File: src/hw/rtl/rbpe_pkg.sv
// shared types and constants for the run-length byte pair encoder
// no dependencies; imported by every module of the block
package rbpe_pkg;

  localparam logic [7:0] MAX_RUN = 8'd255;

  localparam int RES_SLOTS   = 4;
  localparam int SLOT_IDX_W  = $clog2(RES_SLOTS);
  localparam int CNT_W       = $clog2(RES_SLOTS + 1);

  localparam int QUEUE_DEPTH = 4;
  localparam int QPTR_W      = $clog2(QUEUE_DEPTH);
  localparam int QFILL_W     = $clog2(QUEUE_DEPTH + 1);

  localparam int CFG_IDX_W   = 1;
  localparam logic [CFG_IDX_W-1:0] REG_CODEC_MODE   = 1'd0;
  localparam logic [CFG_IDX_W-1:0] REG_OUT_CAPACITY = 1'd1;

  localparam logic MODE_COPY = 1'b0;
  localparam logic MODE_RLE  = 1'b1;

  localparam logic STATUS_OK       = 1'b0;
  localparam logic STATUS_OVERFLOW = 1'b1;

  typedef struct packed {
    logic        mode;
    logic [31:0] capacity;
  } rbpe_cfg_t;

  typedef struct packed {
    logic [7:0] data;
    logic       last;
    logic       status;
  } rbpe_result_t;

  // all results caused by one item, in order
  typedef struct packed {
    rbpe_result_t [RES_SLOTS-1:0] slot;
    logic [CNT_W-1:0]             count;
  } rbpe_cmd_t;

  localparam rbpe_result_t ERR_RESULT = '{data: 8'd0, last: 1'b1, status: STATUS_OVERFLOW};

endpackage

File: src/hw/rtl/rbpe_queue.sv
// short command queue between the front and back parts
// depends on rbpe_pkg
module rbpe_queue (
  input  logic              clk,
  input  logic              rst,
  input  logic              push,
  input  rbpe_pkg::rbpe_cmd_t push_cmd,
  output logic              full,
  input  logic              pop,
  output rbpe_pkg::rbpe_cmd_t head,
  output logic              not_empty
);
  import rbpe_pkg::*;

  rbpe_cmd_t           entries [QUEUE_DEPTH];
  logic [QPTR_W-1:0]   wr_ptr;
  logic [QPTR_W-1:0]   rd_ptr;
  logic [QFILL_W-1:0]  fill;

  assign full      = (fill == QFILL_W'(QUEUE_DEPTH));
  assign not_empty = (fill != '0);
  assign head      = entries[rd_ptr];

  always_ff @(posedge clk) begin
    if (push) begin
      entries[wr_ptr] <= push_cmd;
    end
  end

  always_ff @(posedge clk) begin
    if (rst) begin
      wr_ptr <= '0;
      rd_ptr <= '0;
      fill   <= '0;
    end else begin
      if (push) begin
        wr_ptr <= QPTR_W'(wr_ptr + 1'b1);
      end
      if (pop) begin
        rd_ptr <= QPTR_W'(rd_ptr + 1'b1);
      end
      if (push && !pop) begin
        fill <= QFILL_W'(fill + 1'b1);
      end else if (pop && !push) begin
        fill <= QFILL_W'(fill - 1'b1);
      end
    end
  end

endmodule

File: src/hw/rtl/rbpe_front.sv
// front part: takes input items, keeps run and frame state, and works out
// the results of each item as one queue command; depends on rbpe_pkg
module rbpe_front (
  input  logic                clk,
  input  logic                rst,
  input  logic                item_valid,
  output logic                item_ready,
  input  logic [7:0]          data_byte,
  input  logic                is_final,
  input  rbpe_pkg::rbpe_cfg_t cfg,
  input  logic                q_full,
  output logic                push,
  output rbpe_pkg::rbpe_cmd_t cmd
);
  import rbpe_pkg::*;

  logic [7:0]  held_value;
  logic [7:0]  run_length;
  logic        run_open;
  logic [31:0] bytes_written;
  logic        dropping;

  logic [32:0] slack;
  logic        room1, room2, room3, room4;
  logic        extend;
  logic        accept;

  // first part: flush of the run held so far; second: new run, copy or error
  logic        p1_pair, p1_err;
  logic [7:0]  p1_cnt;
  logic        p1_last;
  logic        p2_pair, p2_byte, p2_err;
  logic        all_ok;
  logic [SLOT_IDX_W-1:0] base;
  logic [2:0]  written;

  // headroom left in the frame; negative if capacity was lowered mid-frame
  assign slack = {1'b0, cfg.capacity} - {1'b0, bytes_written};
  assign room1 = !slack[32] && (slack[31:0] >= 32'd1);
  assign room2 = !slack[32] && (slack[31:0] >= 32'd2);
  assign room3 = !slack[32] && (slack[31:0] >= 32'd3);
  assign room4 = !slack[32] && (slack[31:0] >= 32'd4);

  assign extend = run_open && (data_byte == held_value) && (run_length < MAX_RUN);

  assign item_ready = !q_full;
  assign accept     = item_valid && item_ready;

  always_comb begin
    p1_pair = 1'b0;
    p1_err  = 1'b0;
    p1_cnt  = run_length;
    p1_last = 1'b0;
    p2_pair = 1'b0;
    p2_byte = 1'b0;
    p2_err  = 1'b0;
    if (cfg.mode == MODE_RLE) begin
      if (extend) begin
        if (is_final) begin
          p1_cnt  = 8'(run_length + 1'b1);
          p1_last = 1'b1;
          p1_pair = room2;
          p1_err  = !room2;
        end
      end else begin
        if (run_open) begin
          p1_pair = room2;
          p1_err  = !room2;
        end
        if (!p1_err && is_final) begin
          if (run_open ? room4 : room2) begin
            p2_pair = 1'b1;
          end else begin
            p2_err = 1'b1;
          end
        end
      end
    end else begin
      if (run_open) begin
        p1_pair = room2;
        p1_err  = !room2;
      end
      if (!p1_err) begin
        if (run_open ? room3 : room1) begin
          p2_byte = 1'b1;
        end else begin
          p2_err = 1'b1;
        end
      end
    end
    all_ok = !(p1_err || p2_err);
  end

  always_comb begin
    cmd     = '0;
    base    = p1_pair ? SLOT_IDX_W'(2) : '0;
    written = (p1_pair ? 3'd2 : 3'd0) + (p2_pair ? 3'd2 : 3'd0) + (p2_byte ? 3'd1 : 3'd0);
    if (p1_pair) begin
      cmd.slot[0] = '{data: p1_cnt, last: 1'b0, status: STATUS_OK};
      cmd.slot[1] = '{data: held_value, last: p1_last, status: STATUS_OK};
    end
    if (p1_err) begin
      cmd.slot[0] = ERR_RESULT;
    end
    if (p2_pair) begin
      cmd.slot[base] = '{data: 8'd1, last: 1'b0, status: STATUS_OK};
      cmd.slot[SLOT_IDX_W'(base + 1'b1)] = '{data: data_byte, last: 1'b1, status: STATUS_OK};
    end
    if (p2_byte) begin
      cmd.slot[base] = '{data: data_byte, last: is_final, status: STATUS_OK};
    end
    if (p2_err) begin
      cmd.slot[base] = ERR_RESULT;
    end
    cmd.count = CNT_W'(written) + CNT_W'(p1_err) + CNT_W'(p2_err);
  end

  assign push = accept && !dropping && (cmd.count != '0);

  always_ff @(posedge clk) begin
    if (rst) begin
      held_value    <= '0;
      run_length    <= '0;
      run_open      <= 1'b0;
      bytes_written <= '0;
      dropping      <= 1'b0;
    end else if (accept) begin
      if (is_final) begin
        // end of frame
        held_value    <= '0;
        run_length    <= '0;
        run_open      <= 1'b0;
        bytes_written <= '0;
        dropping      <= 1'b0;
      end else if (dropping) begin
        // rest of an aborted frame gives nothing
        dropping      <= 1'b1;
      end else if (!all_ok) begin
        dropping      <= 1'b1;
        run_open      <= 1'b0;
        run_length    <= '0;
        bytes_written <= bytes_written + 32'(written);
      end else begin
        bytes_written <= bytes_written + 32'(written);
        if (cfg.mode == MODE_RLE) begin
          if (extend) begin
            run_length <= 8'(run_length + 1'b1);
          end else begin
            held_value <= data_byte;
            run_length <= 8'd1;
            run_open   <= 1'b1;
          end
        end else begin
          run_open   <= 1'b0;
          run_length <= '0;
        end
      end
    end
  end

endmodule

File: src/hw/rtl/rbpe_back.sv
// back part: walks the slots of the head command and drives one result
// a cycle through the output register unless res_ready stalls it; depends on rbpe_pkg
module rbpe_back (
  input  logic                clk,
  input  logic                rst,
  input  rbpe_pkg::rbpe_cmd_t head,
  input  logic                q_not_empty,
  output logic                pop,
  output logic                res_valid,
  input  logic                res_ready,
  output logic [7:0]          out_byte,
  output logic                out_last,
  output logic                status
);
  import rbpe_pkg::*;

  logic [SLOT_IDX_W-1:0] slot_idx;
  logic                  load;
  logic                  last_slot;
  rbpe_result_t          cur;

  assign load      = q_not_empty && (!res_valid || res_ready);
  assign last_slot = ({1'b0, slot_idx} == CNT_W'(head.count - 1'b1));
  assign pop       = load && last_slot;
  assign cur       = head.slot[slot_idx];

  always_ff @(posedge clk) begin
    if (rst) begin
      res_valid <= 1'b0;
      slot_idx  <= '0;
    end else begin
      if (load) begin
        res_valid <= 1'b1;
        slot_idx  <= last_slot ? '0 : SLOT_IDX_W'(slot_idx + 1'b1);
      end else if (res_ready) begin
        res_valid <= 1'b0;
      end
    end
  end

  always_ff @(posedge clk) begin
    if (load) begin
      out_byte <= cur.data;
      out_last <= cur.last;
      status   <= cur.status;
    end
  end

endmodule

File: src/hw/rtl/rle_byte_pair_encoder.sv
// with the queue empty, an item's first result goes through a queue entry, then the output register
// throughput: one item a cycle in while the queue is not full, one result a cycle out
// unless res_ready holds the output; an item gives 0 to 4 results, alternating run-length bytes two each
// the 4-entry command queue lets the input run ahead of the output register
// reset: clears run and frame state, queue and output valid; codec_mode to
// run-length encoding, out_capacity to all ones
module rle_byte_pair_encoder (
  input  logic                           clk,
  input  logic                           rst,
  input  logic                           item_valid,
  output logic                           item_ready,
  input  logic [7:0]                     data_byte,
  input  logic                           is_final,
  output logic                           res_valid,
  input  logic                           res_ready,
  output logic [7:0]                     out_byte,
  output logic                           out_last,
  output logic                           status,
  input  logic                           cfg_valid,
  output logic                           cfg_ready,
  input  logic [rbpe_pkg::CFG_IDX_W-1:0] cfg_index,
  input  logic [31:0]                    cfg_data
);
  import rbpe_pkg::*;

  rbpe_cfg_t cfg;
  rbpe_cmd_t push_cmd;
  rbpe_cmd_t head;
  logic      push, pop, q_full, q_not_empty;

  assign cfg_ready = 1'b1;

  always_ff @(posedge clk) begin
    if (rst) begin
      cfg.mode     <= MODE_RLE;
      cfg.capacity <= '1;
    end else if (cfg_valid && cfg_ready) begin
      case (cfg_index)
        REG_CODEC_MODE:   cfg.mode     <= cfg_data[0];
        REG_OUT_CAPACITY: cfg.capacity <= cfg_data;
        default: ;
      endcase
    end
  end

  rbpe_front u_front (
    .clk        (clk),
    .rst        (rst),
    .item_valid (item_valid),
    .item_ready (item_ready),
    .data_byte  (data_byte),
    .is_final   (is_final),
    .cfg        (cfg),
    .q_full     (q_full),
    .push       (push),
    .cmd        (push_cmd)
  );

  rbpe_queue u_queue (
    .clk       (clk),
    .rst       (rst),
    .push      (push),
    .push_cmd  (push_cmd),
    .full      (q_full),
    .pop       (pop),
    .head      (head),
    .not_empty (q_not_empty)
  );

  rbpe_back u_back (
    .clk         (clk),
    .rst         (rst),
    .head        (head),
    .q_not_empty (q_not_empty),
    .pop         (pop),
    .res_valid   (res_valid),
    .res_ready   (res_ready),
    .out_byte    (out_byte),
    .out_last    (out_last),
    .status      (status)
  );

endmodule

File: config.mk
export PLATFORM = sky130hd
export DESIGN_NAME = rle_byte_pair_encoder
export DESIGN_NICKNAME = d
export VERILOG_FILES = /design/src/hw/rtl/rbpe_pkg.sv /design/src/hw/rtl/rbpe_queue.sv /design/src/hw/rtl/rbpe_front.sv /design/src/hw/rtl/rbpe_back.sv /design/src/hw/rtl/rle_byte_pair_encoder.sv
export SDC_FILE = /design/constraint.sdc
export NUM_CORES = 1
export LEC_CHECK = 0
export BUFFER_PORTS_ARGS = -buffer_cell sky130_fd_sc_hd__buf_2
export CAP_MARGIN = 25
export CORE_MARGIN = 4
export CORE_UTILIZATION = 30
export DETAILED_ROUTE_END_ITERATION = 16
export PLACE_DENSITY = 0.56
export SKIP_CTS_REPAIR_TIMING = 1
export SYNTH_ARGS = -nofsm -noshare
export SYNTH_HDL_FRONTEND = slang
export SYNTH_SLANG_ARGS = --single-unit
File: constraint.sdc
create_clock -name clk -period 7 [get_ports clk]
set_clock_uncertainty 0.15 [all_clocks]
set_input_delay 0.35 -clock clk [delete_from_list [all_inputs] [get_ports clk]]
set_output_delay 0.35 -clock clk [all_outputs]
set_load 0.01 [all_outputs]
After elaboration in Yosys (flattened, before gate mapping)

Memories as Yosys holds them, arrays and structs flattened. A register that Yosys moved wholly into a read port is not among the register bits.
Cells that the tools add are included.

Bits in registers: 103
RAM bits: 172
Input bits: 47
Output and inout port bits: 13
Logic and storage cells: 168
Memories kept: 1

$add $sub $neg: 14
Order comparisons: 10
Equal/unequal tests: 7
Muxes and demuxes: 78
Bitwise gates (word level): 7
Reductions and logical operators: 36

Memories:

| name            | words | bits a word | read ports | clocked after memory_dff | wr ports | RTL line         | text |
|---|---|---|---|---|---|---|---|
| u_queue.entries | 4     | 43          | 1          | 1                        | 1        | rbpe_queue.sv:15 | `rbpe_cmd_t entries [QUEUE_DEPTH];` |

Operators by type and width:

| cell                                                                    | number |
|---|---|
| 40-bit 2-to-1 mux                                                       | 3 |
| 8-bit 2-to-1 mux                                                        | 13 |
| 40-bit bitwise mux                                                      | 2 |
| 32-bit by 2-bit >= comparator with 1-bit output (second input constant) | 2 |
| 32-bit 2-to-1 mux                                                       | 2 |
| 1-bit 2-to-1 mux                                                        | 42 |
| 10-bit demux with 2-bit select                                          | 2 |
| 10-bit 2-to-1 mux                                                       | 4 |
| 18-bit by 36-bit bitwise AND with 36-bit output                         | 1 |
| 36-bit inverter                                                         | 1 |
| 32-bit by 32-bit subtractor with 33-bit output                          | 1 |
| 32-bit by 3-bit adder with 32-bit output                                | 1 |
| 32-bit bitwise AND                                                      | 1 |
| 32-bit by 1-bit >= comparator with 1-bit output (second input constant) | 1 |
| 32-bit by 3-bit >= comparator with 1-bit output (second input constant) | 1 |
| 32-bit inverter                                                         | 1 |
| 10-bit binary-select mux with 2-bit select                              | 1 |
| 20-bit 2-to-1 mux                                                       | 1 |
| 1-bit logical AND                                                       | 16 |
| 2-bit 2-to-1 mux                                                        | 6 |
| 2-bit by 3-bit < comparator with 1-bit output (second input constant)   | 3 |
| 2-bit by 1-bit adder with 2-bit output (second input constant)          | 4 |
| 8-bit by 1-bit adder with 8-bit output (second input constant)          | 1 |
| 8-bit equality test                                                     | 1 |
| other kinds (21)                                                        | 41 |

Logic depth before layout (Yosys ltp)

Word-level depth: 23
Gate-level depth with buffers: 26
Mapped depth without buffers: 25

By module

A second synthesis with hierarchy kept.

Cells, all modules: 1198
Area, all modules: 14271.2 sq um

By module, submodules not included:

| module                | times used | cells an instance | area an instance (sq um) | sequential area each (sq um) |
|---|---|---|---|---|
| rbpe_queue            | 1          | 269               | 6690.2                   | 5345.1 |
| rbpe_front            | 1          | 763               | 5551.6                   | 1001.0 |
| rle_byte_pair_encoder | 1          | 117               | 1253.7                   | 660.6 |
| rbpe_back             | 1          | 49                | 775.7                    | 360.3 |

Worst setup path after synthesis

No wires, ideal clock.

Kind: register -> register
From: register u_front.bytes_written[1]
To: memory u_queue.entries[0][0] in the netlist's numbering (enable)
Setup time: 0.402 ns
Arrival time: 5.437 ns
Data required time: 6.448 ns
Path slack: 1.011 ns
Stages on the path, launching flop included: 19
Buffers on the path: 2
Period minus slack after synthesis: 5.989 ns
Path through: dfxtp_1 inv_1 ha_1 nor2b_1 o2111ai_1 a21boi_4 or3_1 a211oi_1 nand4b_1 nor4_2 nand4_2 o31ai_2 inv_2 buf_2 fa_1 fa_1 o31a_1 clkbuf_1 and2_1

RTL lines:

| item                   | RTL line          | text |
|---|---|---|
| from (decl)            | rbpe_front.sv:20  | `logic [31:0] bytes_written;` |
| from (signal assigned) | rbpe_front.sv:142 | `bytes_written <= bytes_written + 32'(written);` |
| from (signal assigned) | rbpe_front.sv:144 | `bytes_written <= bytes_written + 32'(written);` |
| to (decl)              | rbpe_queue.sv:15  |  |

==> impl_metrics.xml <==
<?xml version="1.0" encoding="UTF-8"?>
<metrics>
  <group name="outcome">
    <metric name="run_status" unit="">finished with violations</metric>
    <metric name="failed_checks" unit="">negative hold slack</metric>
  </group>
  <group name="timing">
    <metric name="setup_viol_count_final" unit="">0</metric>
    <metric name="slew_at_the_pin_with_the_worst_max_slew_slack" unit="ns">0.994</metric>
    <metric name="final.hold.worst_slack" unit="ns">-0.000605</metric>
    <metric name="post-route-period-util" unit="%">91.8</metric>
    <metric name="finalMaxSlewViolations" unit="">0</metric>
    <metric name="max_clock_freq" unit="MHz">156</metric>
    <metric name="layout_min_cycle_time" unit="ns">6.42</metric>
    <metric name="rsz0062_at_grt" unit="">no</metric>
    <metric name="setup_total_negative_slack" unit="ns">0</metric>
    <metric name="timing.final.hold_violations" unit="">1</metric>
    <metric name="worst_slew_margin_rel" unit="%">33.6</metric>
  </group>
  <group name="clocking">
    <metric name="tritoncts" unit="">done</metric>
    <metric name="cts_root_buf" unit="">sky130_fd_sc_hd__clkbuf_16</metric>
    <metric name="number_of_sinks_on_the_clock_net" unit="">269</metric>
    <metric name="cts_buffers" unit="">30</metric>
    <metric name="cts.clk_slew.worst_paths" unit="ns">0.06</metric>
    <metric name="insertion_delay" unit="ns">0.59</metric>
    <metric name="cts-root-to-sink-buffers" unit="">3</metric>
    <metric name="htreeDepth" unit="">1</metric>
  </group>
  <group name="drt">
    <metric name="remaining_drc_errors" unit="">0</metric>
    <metric name="routed_wire_length_per_instance" unit="um">18.3</metric>
    <metric name="final_antenna_net_count" unit="">0</metric>
    <metric name="postRouteWirelength" unit="um">34600</metric>
    <metric name="dr.pass1.iters" unit="">5</metric>
    <metric name="viasPerCell" unit="">5.18</metric>
    <metric name="number_of_vias_after_detailed_routing" unit="">9803</metric>
    <metric name="drt_iter0_markers" unit="">802</metric>
  </group>
  <group name="synth">
    <metric name="synth_adder_area_share" unit="%">4.65</metric>
    <metric name="async_set_reset_flop_share_out_of_synthesis" unit="%">0</metric>
    <metric name="dominant_combinational_cell_family_by_area_after_synthesis" unit="">simple AND/OR/NAND/NOR gates</metric>
    <metric name="postSynthRegisterBits" unit="">269</metric>
    <metric name="post-synth-top-area-cell" unit="">sky130_fd_sc_hd__edfxtp_1</metric>
    <metric name="synth.area.mux_share" unit="%">8.64</metric>
    <metric name="synthesis.instances" unit="">1180</metric>
    <metric name="synth.distinct_cells" unit="">79</metric>
    <metric name="synth_fp_nets" unit="">1275</metric>
    <metric name="syn-mean-instance-area" unit="um^2">11.6</metric>
    <metric name="yosys_warnings" unit="">0</metric>
    <metric name="synth.top_cells.by_area" unit="">sky130_fd_sc_hd__edfxtp_1 38%, sky130_fd_sc_hd__dfxtp_1 14%, sky130_fd_sc_hd__mux4_2 8.2%</metric>
    <metric name="synth_enable_flop_cells" unit="">174</metric>
    <metric name="yosys.area_share.xor_xnor" unit="%">4.08</metric>
    <metric name="synth_area" unit="um^2">13700</metric>
    <metric name="ys_dominant_reg_cell" unit="">sky130_fd_sc_hd__edfxtp_1</metric>
    <metric name="synth_sequential_area_ratio" unit="%">51.9</metric>
    <metric name="synth.top_cell.area_share" unit="%">38.1</metric>
    <metric name="synth_compound_area_share" unit="%">13.0</metric>
    <metric name="yosys.area_share.simple" unit="%">14.1</metric>
  </group>
  <group name="worst_setup_path">
    <metric name="worstPathBufferInverterCount" unit="">3</metric>
    <metric name="cpMostUsedCell" unit="">sky130_fd_sc_hd__fa_1</metric>
    <metric name="path_depth" unit="">21</metric>
    <metric name="reg2reg_depth" unit="">21</metric>
    <metric name="cp_required" unit="ns">7.36</metric>
    <metric name="timing.rr.start" unit="">u_front.bytes_written[14]$_SDFFE_PP0P_</metric>
    <metric name="worst_setup_path_start_kind" unit="">flop</metric>
    <metric name="crit_path_cell_trace" unit="">inv_1 &gt; ha_1 &gt; nand2_1 &gt; o21a_1 &gt; and3_1 &gt; a32o_1 &gt; a21oi_1 &gt; o211ai_1 &gt; nor4b_1 &gt; nand4_2 &gt; o31ai_2 &gt; inv_2 &gt; fa_1 &gt; fa_1 &gt; o31a_1 &gt; ha_1 &gt; inv_1 &gt; fa_1 &gt; xor2_1 &gt; or3_1 &gt; a21oi_1</metric>
    <metric name="critical_path.startpoint" unit="">u_front.bytes_written[14]$_SDFFE_PP0P_</metric>
    <metric name="timing.critical_path.slowest_stage_cell" unit="">sky130_fd_sc_hd__fa_1</metric>
    <metric name="worstReg2RegEnd" unit="">u_queue.fill[2]$_SDFFE_PP0P_</metric>
    <metric name="worst_setup_path_end_kind" unit="">flop</metric>
    <metric name="crit_path_end" unit="">u_queue.fill[2]$_SDFFE_PP0P_</metric>
    <metric name="criticalPathCategory" unit="">reg2reg</metric>
    <metric name="critical_path.top_delay_family" unit="">adder cells</metric>
    <metric name="reg2reg_slack" unit="ns">0.58</metric>
    <metric name="cp.arrival" unit="ns">6.78</metric>
    <metric name="worst-path-max-fanout" unit="">13</metric>
    <metric name="critical_path.max_stage_delay" unit="ns">0.58</metric>
  </group>
  <group name="power_and_ir_drop">
    <metric name="leakage_power" unit="nW">5.62</metric>
    <metric name="clockPowerShare" unit="%">37.3</metric>
    <metric name="share_seq_of_total_power" unit="%">43.1</metric>
    <metric name="cellInternalPower" unit="W">0.00332</metric>
    <metric name="power_per_cell_area" unit="nW/um^2">279</metric>
    <metric name="peakVddDrop" unit="uV">164</metric>
    <metric name="power_switching_share" unit="%">26.6</metric>
    <metric name="power_switching" unit="W">0.00120</metric>
    <metric name="power_frac_comb" unit="%">19.6</metric>
  </group>
  <group name="hold_path">
    <metric name="startpoint_of_the_lowest_slack_hold_path" unit="">cfg_data[2]</metric>
    <metric name="timing.hold.worst.class" unit="">in2reg</metric>
  </group>
  <group name="cells_and_area">
    <metric name="area_growth" unit="%">18.2</metric>
    <metric name="design.final.nets" unit="">1364</metric>
    <metric name="antenna_cells_inserted" unit="">0</metric>
    <metric name="final.fill_count" unit="">4464</metric>
    <metric name="multi_input_area" unit="um^2">6150</metric>
    <metric name="layout-drive-gt1-share" unit="%">15.2</metric>
    <metric name="regArea" unit="um^2">7130</metric>
  </group>
  <group name="floorplanning">
    <metric name="core_area" unit="um^2">45300</metric>
    <metric name="initial_util" unit="%">30.3</metric>
    <metric name="die_width" unit="um">222</metric>
    <metric name="die_area" unit="um^2">49300</metric>
    <metric name="pin_count" unit="">60</metric>
    <metric name="die_h" unit="um">222</metric>
    <metric name="rows" unit="">78</metric>
  </group>
  <group name="global_routing">
    <metric name="grt_antenna_before_repair" unit="">0</metric>
    <metric name="first_global_vias" unit="">9822</metric>
    <metric name="maximum_number_of_pins_on_one_net_before_global_route_repair" unit="">69</metric>
    <metric name="groute.usage.overall" unit="%">13.6</metric>
    <metric name="grt_first_pass_wirelength" unit="um">54600</metric>
    <metric name="grt_overflow" unit="">0</metric>
  </group>
  <group name="placement">
    <metric name="place_congestion" unit="">0.899</metric>
    <metric name="half_perimeter_wire_length_of_the_detailed_placement_result" unit="um">23400</metric>
    <metric name="numPortBuffers" unit="">58</metric>
  </group>
  <group name="job">
    <metric name="max_cap_viol_count" unit="">0</metric>
  </group>
</metrics>
-- through the flow --
step           utilization [%]  power (W)  cells  worst slack (ns)  instance area [um^2]
4_1_cts                   34.9    0.00455   1852             0.258                 15800
6_report                  35.8    0.00452   1892             0.577                 16200
5_1_grt                   35.8    0.00473   1892             0.130                 16200
3_3_place_gp              32.4    0.00282   1794             0.351                 14700
3_5_place_dp              32.5    0.00286   1797             0.289                 14700
2_1_floorplan                -    0.00256   1180              1.01                 13700
-- layer usage --
metal / vias to the layer above / GRT usage (%) / share of wire [%]
li1: 4663 / - / -
met1: 4846 / 18.1 / 45
met2: 241 / 23.2 / 48
met3: 53 / 2.17 / 4.8
met4: 0 / 3.62 / 2.6
met5: - / 0 / 0
-- logic make-up (layout without fill, tap and decap cells) --
group | count (synthesis) | after routing
buf+inv | 120 | 232
compound gates | 247 | 247
other cells | 1 | 1
flops | 269 | 269
fa+ha+maj | 48 | 48
mux | 56 | 56
simple gates | 375 | 375
xor+xnor | 64 | 64
-- worst reg2reg max path: cells and delay by family, from the launching register on --
| family | cells | cell delay (ns) |
|---|---|---|
| adders and majority gates | 5 | 2.08 |
| buffers and inverters | 3 | 0.35 |
| AOI/OAI and AO/OA | 7 | 1.76 |
| and+or+nand+nor | 5 | 1.49 |
| DFF | 1 | 0.32 |
| xor gates and xnor gates | 1 | 0.18 |
-- registers in the layout (all words and copies together) (netlist names), named ones only --
signal                 cells
u_front.held_value         8
u_front.run_length         8
u_back.res_valid           1
u_back.status              1
u_front.bytes_written     32
u_queue.rd_ptr             2
u_back.slot_idx            2
u_queue.entries          164
u_queue.fill               3
u_front.run_open           1
u_front.dropping           1
u_back.out_last            1
cfg                       33
u_back.out_byte            8
u_queue.wr_ptr             2
-- cell usage after synthesis, types with 10 or more instances --
cell and instances:
sky130_fd_sc_hd__edfxtp_1 174, sky130_fd_sc_hd__dfxtp_1 95, sky130_fd_sc_hd__nor2_1 86, sky130_fd_sc_hd__nand2_1 66
sky130_fd_sc_hd__and3_1 59, sky130_fd_sc_hd__inv_1 59, sky130_fd_sc_hd__xnor2_1 51, sky130_fd_sc_hd__mux4_2 50
sky130_fd_sc_hd__a21oi_1 43, sky130_fd_sc_hd__ha_1 43, sky130_fd_sc_hd__nor3_1 37, sky130_fd_sc_hd__o21ai_0 36
sky130_fd_sc_hd__a211o_1 35, sky130_fd_sc_hd__clkbuf_1 32, sky130_fd_sc_hd__nand3_1 30, sky130_fd_sc_hd__a21o_1 21
sky130_fd_sc_hd__nand4_1 18, sky130_fd_sc_hd__buf_2 15, sky130_fd_sc_hd__o21ai_1 14, sky130_fd_sc_hd__nand2b_1 13
sky130_fd_sc_hd__nor4_1 13, sky130_fd_sc_hd__xor2_1 13, sky130_fd_sc_hd__nor2b_1 12, sky130_fd_sc_hd__and2_1 10
-- power groups by stage --
stage               combinational (W)  clock (W)  sequential, W
floorplan                    0.000590          0        0.00197
global placement             0.000832          0        0.00199
detailed placement           0.000865          0        0.00199
CTS                          0.000867    0.00172        0.00196
global route                 0.000975    0.00179        0.00196
finish                       0.000887    0.00168        0.00195
-- placed cells by master, fill, tap and decap left out, drive strengths merged, types with 8 or more instances in the layout --
cell type / instances
xor2: 13
mux4: 50
and2: 10
edfxtp: 174
nor3: 37
nor4: 14
nand3: 30
nand2b: 13
xnor2: 51
o21ai: 50
buf: 76
nor2: 88
inv: 61
ha: 43
a21oi: 45
clkbuf: 40
o21a: 8
nand4: 19
a21o: 21
o31ai: 8
dfxtp: 95
a211o: 35
nand2: 66
nor2b: 12
clkinv: 9
a221o: 8
and3: 59
dlygate4sd3: 39
-- worst min path at each step --
stage,slack [ns],to,cells after the start
2_1_floorplan,0.29,cfg[0]$_SDFFE_PP1P_,1
3_5_place_dp,0.30,cfg[0]$_SDFFE_PP1P_,1
3_3_place_gp,0.30,cfg[0]$_SDFFE_PP1P_,1
6_report,-0.0006,cfg[2]$_SDFFE_PP1P_,3
5_1_grt,0.006,cfg[2]$_SDFFE_PP1P_,3
4_1_cts,-0.14,cfg[32]$_SDFFE_PP1P_,2
-- final cells by class --
cell class,instances,share of cell area (%)
tap,600,4.63
clock inverter,15,1.67
multi-input combinational,791,37.9
inverter,62,1.43
sequential,269,43.9
timing repair buffer,115,5.60
clock buffer,40,4.86
No activity file was read; power rests on OpenSTA's default activity.
